--- config.mk ---
export PLATFORM = sky130hd
export DESIGN_NAME = wall_follow_pd_steering_core
export DESIGN_NICKNAME = d
export VERILOG_FILES = /design/src/rtl/wfpd_pkg.sv /design/src/rtl/wall_follow_pd_steering_core.sv
export SDC_FILE = /design/constraint.sdc
export NUM_CORES = 2
export LEC_CHECK = 0
export BUFFER_PORTS_ARGS = -buffer_cell sky130_fd_sc_hd__buf_2
export CAP_MARGIN = 10
export CORE_MARGIN = 5
export CORE_UTILIZATION = 69
export DETAILED_ROUTE_END_ITERATION = 16
export GPL_TIMING_DRIVEN = 0
export PLACE_DENSITY_LB_ADDON = 0.2
export SLEW_MARGIN = 20
export SYNTH_ARGS = -nofsm -noshare
export SYNTH_HDL_FRONTEND = slang
export SYNTH_SLANG_ARGS = --single-unit
export TNS_END_PERCENT = 100
--- constraint.sdc ---
create_clock -name clk -period 16.8 [get_ports clk]
set_clock_uncertainty 0.05 [all_clocks]
set_input_delay 1.68 -clock clk [delete_from_list [all_inputs] [get_ports clk]]
set_output_delay 1.68 -clock clk [all_outputs]
set_load 0.03 [all_outputs]
--- src/rtl/wfpd_pkg.sv ---
// package for the wall-follow pd steering core: register codes, constants, helpers
`default_nettype none
package wfpd_pkg;

  localparam int CfgIndexWidth = 3;
  localparam int CfgDataWidth  = 16;

  // register indexes of the configuration port
  localparam logic [CfgIndexWidth-1:0] REG_FOLLOW_LEFT   = 3'd0;
  localparam logic [CfgIndexWidth-1:0] REG_TARGET_LEFT   = 3'd1;
  localparam logic [CfgIndexWidth-1:0] REG_TARGET_RIGHT  = 3'd2;
  localparam logic [CfgIndexWidth-1:0] REG_BASE_SPEED    = 3'd3;
  localparam logic [CfgIndexWidth-1:0] REG_PROP_GAIN     = 3'd4;
  localparam logic [CfgIndexWidth-1:0] REG_DERIV_GAIN    = 3'd5;
  localparam logic [CfgIndexWidth-1:0] REG_FRONT_GAIN    = 3'd6;
  localparam logic [CfgIndexWidth-1:0] REG_WALL_FRACTION = 3'd7;

  // reset values of the registers
  localparam logic               RST_FOLLOW_LEFT   = 1'b0;
  localparam logic [11:0]        RST_TARGET_LEFT   = 12'd0;
  localparam logic [11:0]        RST_TARGET_RIGHT  = 12'd0;
  localparam logic signed [10:0] RST_BASE_SPEED    = 11'sd70;
  localparam logic [15:0]        RST_PROP_GAIN     = 16'd77;
  localparam logic [15:0]        RST_DERIV_GAIN    = 16'd2560;
  localparam logic [15:0]        RST_FRONT_GAIN    = 16'd333;
  localparam logic [8:0]         RST_WALL_FRACTION = 9'd84;

  localparam logic [11:0] FRONT_LIMIT  = 12'd500;
  localparam logic [15:0] LOST_RESTART = 16'd70;
  localparam logic [15:0] LOST_MAX     = 16'd32767;

  localparam logic signed [34:0] S16_MAX = 35'sd32767;
  localparam logic signed [34:0] S16_MIN = -35'sd32768;

  typedef enum logic [8:0] {
    ST_IDLE   = 9'b000000001,
    ST_THRESH = 9'b000000010,
    ST_SEEN   = 9'b000000100,
    ST_FRONT  = 9'b000001000,
    ST_PROP   = 9'b000010000,
    ST_DERIV  = 9'b000100000,
    ST_SUM    = 9'b001000000,
    ST_CORR   = 9'b010000000,
    ST_OUT    = 9'b100000000
  } state_t;

  function automatic logic signed [15:0] sat16(input logic signed [34:0] v);
    logic signed [15:0] r;
    if (v > S16_MAX) begin
      r = 16'sh7fff;
    end else if (v < S16_MIN) begin
      r = -16'sh8000;
    end else begin
      r = v[15:0];
    end
    return r;
  endfunction

  // divide by 256, rounding toward zero
  function automatic logic signed [34:0] div256_trunc(input logic signed [34:0] v);
    logic signed [34:0] r;
    if (v < 35'sd0) begin
      r = (v + 35'sd255) >>> 8;
    end else begin
      r = v >>> 8;
    end
    return r;
  endfunction

endpackage
`default_nettype wire

--- src/rtl/wall_follow_pd_steering_core.sv ---
// wall-follow pd steering core: sequencer around one shared 17x17 multiplier
//
//  channel   signals                                         direction
//  cfg       cfg_we, cfg_index, cfg_data                     in
//  in        in_valid, in_stall, four 12-bit samples          in  (stall out)
//  out       out_valid, out_stall, two speeds, front flag     out (stall in)
//
// an item is accepted and then runs eight sequencer steps, whose order is set by the
// four products (threshold, front, kp, kd) passing through the one multiplier
// with a register behind it. in_stall is high from accept until the result is
// loaded into the output register; a result stalled downstream holds the last
// step until the register frees. rst is synchronous and restores register
// defaults and clears last_error and lost_wall_error.
`default_nettype none
module wall_follow_pd_steering_core
  import wfpd_pkg::*;
(
  input  wire logic                     clk,
  input  wire logic                     rst,
  input  wire logic                     cfg_we,
  input  wire logic [CfgIndexWidth-1:0] cfg_index,
  input  wire logic [CfgDataWidth-1:0]  cfg_data,
  input  wire logic                     in_valid,
  output logic                          in_stall,
  input  wire logic [11:0]              front_left_sample,
  input  wire logic [11:0]              side_right_sample,
  input  wire logic [11:0]              side_left_sample,
  input  wire logic [11:0]              front_right_sample,
  output logic                          out_valid,
  input  wire logic                     out_stall,
  output logic signed [15:0]            left_motor_speed,
  output logic signed [15:0]            right_motor_speed,
  output logic                          front_wall_seen
);

  logic               follow_left;
  logic [11:0]        target_left;
  logic [11:0]        target_right;
  logic signed [10:0] base_speed;
  logic [15:0]        prop_gain;
  logic [15:0]        deriv_gain;
  logic [15:0]        front_gain;
  logic [8:0]         wall_fraction;

  state_t state;

  logic [11:0]        fl;
  logic [11:0]        fr;
  logic [11:0]        side;
  logic [11:0]        target;
  logic               front;
  logic signed [12:0] excess;
  logic signed [15:0] err;
  logic signed [16:0] diff;
  logic signed [33:0] prod;
  logic signed [34:0] acc;
  logic signed [15:0] corr;
  logic signed [15:0] last_error;
  logic [15:0]        lost_wall_error;

  logic [15:0]        mul_a;
  logic signed [16:0] mul_b;
  logic signed [33:0] mul_p;

  logic [12:0]        front_sum;
  logic signed [34:0] front_x;
  logic signed [15:0] corr_raw;
  logic signed [16:0] corr_neg;
  logic signed [17:0] left_sum;
  logic signed [17:0] right_sum;
  logic               out_free;

  assign in_stall = (state != ST_IDLE);
  assign out_free = !out_valid || !out_stall;

  // configuration registers
  always_ff @(posedge clk) begin
    if (rst) begin
      follow_left   <= RST_FOLLOW_LEFT;
      target_left   <= RST_TARGET_LEFT;
      target_right  <= RST_TARGET_RIGHT;
      base_speed    <= RST_BASE_SPEED;
      prop_gain     <= RST_PROP_GAIN;
      deriv_gain    <= RST_DERIV_GAIN;
      front_gain    <= RST_FRONT_GAIN;
      wall_fraction <= RST_WALL_FRACTION;
    end else if (cfg_we) begin
      unique case (cfg_index)
        REG_FOLLOW_LEFT:   follow_left   <= cfg_data[0];
        REG_TARGET_LEFT:   target_left   <= cfg_data[11:0];
        REG_TARGET_RIGHT:  target_right  <= cfg_data[11:0];
        REG_BASE_SPEED:    base_speed    <= cfg_data[10:0];
        REG_PROP_GAIN:     prop_gain     <= cfg_data;
        REG_DERIV_GAIN:    deriv_gain    <= cfg_data;
        REG_FRONT_GAIN:    front_gain    <= cfg_data;
        REG_WALL_FRACTION: wall_fraction <= cfg_data[8:0];
        default: ;
      endcase
    end
  end

  // shared multiplier operand select
  always_comb begin
    mul_a = '0;
    mul_b = '0;
    unique case (state)
      ST_THRESH: begin
        mul_a = {7'd0, wall_fraction};
        mul_b = {5'd0, target};
      end
      ST_SEEN: begin
        mul_a = front_gain;
        mul_b = 17'(excess);
      end
      ST_PROP: begin
        mul_a = prop_gain;
        mul_b = 17'(err);
      end
      ST_DERIV: begin
        mul_a = deriv_gain;
        mul_b = diff;
      end
      default: ;
    endcase
  end

  assign mul_p = $signed({1'b0, mul_a}) * mul_b;

  always_comb begin
    front_sum = {1'b0, fl} + {1'b0, fr};
    front_x   = (35'(err) <<< 8) - 35'(prod);
    corr_raw  = sat16(div256_trunc(acc));
    corr_neg  = -17'(corr_raw);
    left_sum  = 18'(base_speed) - 18'(corr);
    right_sum = 18'(base_speed) + 18'(corr);
  end

  always_ff @(posedge clk) begin
    if (rst) begin
      state           <= ST_IDLE;
      out_valid       <= 1'b0;
      last_error      <= '0;
      lost_wall_error <= '0;
    end else begin
      if (out_valid && !out_stall && state != ST_OUT) begin
        out_valid <= 1'b0;
      end
      unique case (state)
        ST_IDLE: begin
          if (in_valid) begin
            fl     <= front_left_sample;
            fr     <= front_right_sample;
            side   <= follow_left ? side_left_sample : side_right_sample;
            target <= follow_left ? target_left : target_right;
            front  <= (front_left_sample > FRONT_LIMIT) &&
                      (front_right_sample > FRONT_LIMIT);
            state  <= ST_THRESH;
          end
        end
        ST_THRESH: begin
          prod   <= mul_p;
          excess <= $signed({1'b0, front_sum[12:1]}) - $signed({1'b0, FRONT_LIMIT});
          state  <= ST_SEEN;
        end
        ST_SEEN: begin
          // wall seen when side * 256 beats target * fraction
          if ($signed({14'd0, side, 8'd0}) > prod) begin
            err             <= 16'($signed({1'b0, target}) - $signed({1'b0, side}));
            lost_wall_error <= LOST_RESTART;
          end else begin
            err <= $signed(lost_wall_error);
            if (lost_wall_error >= LOST_MAX) begin
              lost_wall_error <= LOST_MAX;
            end else begin
              lost_wall_error <= lost_wall_error + 16'd1;
            end
          end
          prod  <= mul_p;
          state <= ST_FRONT;
        end
        ST_FRONT: begin
          if (front) begin
            err <= sat16(div256_trunc(front_x));
          end
          state <= ST_PROP;
        end
        ST_PROP: begin
          prod  <= mul_p;
          diff  <= 17'(err) - 17'(last_error);
          state <= ST_DERIV;
        end
        ST_DERIV: begin
          acc   <= 35'(prod);
          prod  <= mul_p;
          state <= ST_SUM;
        end
        ST_SUM: begin
          acc   <= acc + 35'(prod);
          state <= ST_CORR;
        end
        ST_CORR: begin
          last_error <= err;
          // right-hand follow flips the sign, saturating -32768
          if (follow_left) begin
            corr <= corr_raw;
          end else begin
            corr <= sat16(35'(corr_neg));
          end
          state <= ST_OUT;
        end
        ST_OUT: begin
          if (out_free) begin
            left_motor_speed  <= sat16(35'(left_sum));
            right_motor_speed <= sat16(35'(right_sum));
            front_wall_seen   <= front;
            out_valid         <= 1'b1;
            state             <= ST_IDLE;
          end
        end
        default: state <= ST_IDLE;
      endcase
    end
  end

endmodule
`default_nettype wire
==> impl_metrics.ini <==
[clock_tree]
tritoncts = done
clk_transition_reported_paths_ns = 0.06
hold_buffers = 0
post_cts_resized = 0
clk-insertion-delay-late_ns = 0.60
tritoncts.num_buffers = 39
clock_sink_count = 348
root_buffer_cell = sky130_fd_sc_hd__clkbuf_16
cts.htree.levels = 2
post_cts_buffers = 0
cts-root-to-sink-buffers = 3

[global_routing]
grt_first_pass_wirelength_um = 152000
antenna_violations_before_repair = 5
grt_pass1_vias = 27800
grt.overflow.total = 0
groute.usage.overall_pct = 38.5
grt_start_max_net_pins = 33

[detailed_routing]
routed_via_density = 6.41
drt-pass1-iter-count = 6
drtAntennaViolNets = 0
drcViolationCount = 0
postRouteWirelength_um = 97700
drt-initial-drc-count = 3370
routed_wire_length_per_instance_um = 22.3
total_via_count_in_the_routed_design = 28100

[synthesis]
synth_seq_cells = 348
synth.area.top_cells = sky130_fd_sc_hd__edfxtp_1 20%, sky130_fd_sc_hd__fa_1 14%, sky130_fd_sc_hd__ha_1 11%
mappedNetlistNets = 4148
edff_count_synth = 213
ys.warnings.count = 0
synth.top_cell.area_share_pct = 20.3
yosysTopAreaCell = sky130_fd_sc_hd__edfxtp_1
async_sr_flop_fraction_pct = 0
synth_cells = 3586
syn_area_um2 = 31500
postSynthAreaPerCell_um2 = 8.78
synth-main-ff-cell = sky130_fd_sc_hd__edfxtp_1
synth-seq-area-share_pct = 28.9
netlist-cell-type-count = 105

[placed_design]
port_buffers = 102
total_cell_area_at_the_placement_stage_um2 = 33000
place.gp.congestion = 1.01
dp_worst_setup_slack_ns = 6.52
place.detailed.hpwl_um = 77500

[floorplanning]
io_pins = 107
core-area_um2 = 45300
initial_core_util_pct = 69.5
area_enclosed_by_the_die_boundary_um2 = 50000
die_height_um = 224
fp.dieW_um = 224
std_cell_rows = 78

[worst_setup_path]
crit_type = flip-flop to flip-flop
critical_path.startpoint_type = flip-flop
cp_data_arrival_time_ns = 10.96
slowest_stage = sky130_fd_sc_hd__nor3b_2
startpoint = state[4]$_SDFFE_PP0P_
critical-path-max-stage-delay_ns = 0.71
worstPathMaxFanout = 10
cp-end-kind = flip-flop
worstReg2RegStart = state[4]$_SDFFE_PP0P_
required_ns = 17.08
r2r_slack_ns = 6.12
critPathMostFrequentCell = sky130_fd_sc_hd__fa_1

[layout]
drive_above_1_share_pct = 8.26
final_cell_area_excluding_filler_cells_um2 = 34400
seqCellArea_um2 = 9100
syn_to_final_growth_pct = 9.22
most-common-layout-cells = 530 x sky130_fd_sc_hd__nand2_1, 445 x sky130_fd_sc_hd__inv_1, 301 x sky130_fd_sc_hd__nor2_1
multiInputGateArea_um2 = 20200
most_frequent_standard_cell_in_the_layout_excluding_fill_and_tap_cells = sky130_fd_sc_hd__nand2_1
fin_util_pct = 75.9
nets = 4308
fill_cells = 3121

[sta]
worstMarginPinSlew_ns = 1.25
rsz0062_at_grt = no
slew_violations = 0
max-slew-margin-rel_pct = 16.3
achievable-frequency_mhz = 93.6
setup_total_negative_slack_ns = 0
hold_violations = 0
finalCritPeriodShare_pct = 63.6
layout_min_cycle_time_ns = 10.68
setup-violations-final = 0
setup_ws_ns = 6.12

[power_and_ir_drop]
design_power_total_mw = 2.02
power.static_leakage_nw = 14.7
irDropWorstVdd_mv = 0.139
power_density_nw_per_um2 = 58.9

[worst_hold_path]
hp-start = target_left[7]$_SDFFE_PP0P_
hold_class = flip-flop to flip-flop

[flow_run]
reported_max_cap_violation_count = 0

[run_status]
result_of_the_run = completed
## cells in the mapped netlist, types with 45 or more instances
library cell	number
sky130_fd_sc_hd__xnor2_1	104
sky130_fd_sc_hd__fa_1	215
sky130_fd_sc_hd__nand3_1	45
sky130_fd_sc_hd__nor3_1	49
sky130_fd_sc_hd__a22oi_1	47
sky130_fd_sc_hd__nor2_1	304
sky130_fd_sc_hd__a21oi_1	258
sky130_fd_sc_hd__dfxtp_1	135
sky130_fd_sc_hd__nand2_1	530
sky130_fd_sc_hd__o21ai_0	167
sky130_fd_sc_hd__clkbuf_1	113
sky130_fd_sc_hd__ha_1	275
sky130_fd_sc_hd__inv_1	445
sky130_fd_sc_hd__xor2_1	53
sky130_fd_sc_hd__a21o_1	53
sky130_fd_sc_hd__edfxtp_1	213
## layout make-up
cell class / instances / share of cell area, %
Clock buffer: 43 / 2.94
Antenna cell: 2 / 0.0146
Buffer: 131 / 1.52
Multi-Input combinational cell: 2661 / 58.9
Timing Repair Buffer: 119 / 1.98
Inverter: 446 / 4.87
Tap cell: 600 / 2.18
Sequential cell: 348 / 26.5
Clock inverter: 29 / 1.12
## registers in the layout (all words and copies together) (netlist names), 16 cells and up
| register | flops |
|---|---|
| corr | 16 |
| err | 16 |
| last_error | 16 |
| prop_gain | 16 |
| lost_wall_error | 16 |
| front_gain | 16 |
| prod | 34 |
| deriv_gain | 16 |
| right_motor_speed | 16 |
| acc | 35 |
| diff | 17 |
| left_motor_speed | 16 |
## report_power, final
part | internal, mW | switching [mW] | leakage [nW] | total (mW)
sequential | 0.920 | 0.0135 | 3.03 | 0.933
combinational | 0.0593 | 0.104 | 11.0 | 0.163
clock | 0.528 | 0.399 | 0.657 | 0.927
total | 1.51 | 0.517 | 14.7 | 2.02
## cells by family (layout without fill, tap and decap cells)
family          after synthesis  in the layout  share of synthesized area [%]
compound gates              773            773                           16.1
xor+xnor                    162            162                           4.63
fa+ha+maj                   490            490                           24.6
buf+inv                     577            768                           6.98
flops                       348            348                           28.9
mux                          33             33                           1.16
other cells                   0              2                              0
simple gates               1203           1203                           17.7
## worst max-delay path: cells and delay by family, from the launching register on
family | cells | cell delay [ns]
buffers and inverters | 8 | 1.86
adders and majority gates | 7 | 3.36
xor gates and xnor gates | 1 | 0.08
AOI/OAI and AO/OA | 9 | 2.90
DFF | 1 | 0.35
and+or+nand+nor | 7 | 1.81
## layer usage
metal	track usage [%]	wire [µm]	up-vias	part of all wire, %
met4	20.9	6870	12	7.0
li1	-	-	12600	-
met1	46.4	34600	13300	35
met3	8.74	10800	463	11
met5	0	85	-	0.087
met2	64.7	45400	1728	46
## stage by stage
stage	instances	hold WS [ns]
4_1_cts	4377	0.404
6_report	4379	0.406
5_1_grt	4377	0.427
2_1_floorplan	3586	0.377
3_3_place_gp	4288	0.388
3_5_place_dp	4305	0.395
## final timing paths
path | cells after the start | endpoint
max reg2reg | 32 | prod[32]$_DFFE_PP_
min | 2 | target_left[7]$_SDFFE_PP0P_
min reg2reg | 2 | target_left[7]$_SDFFE_PP0P_
max | 32 | prod[32]$_DFFE_PP_
(Power assumes the default switching activity.)
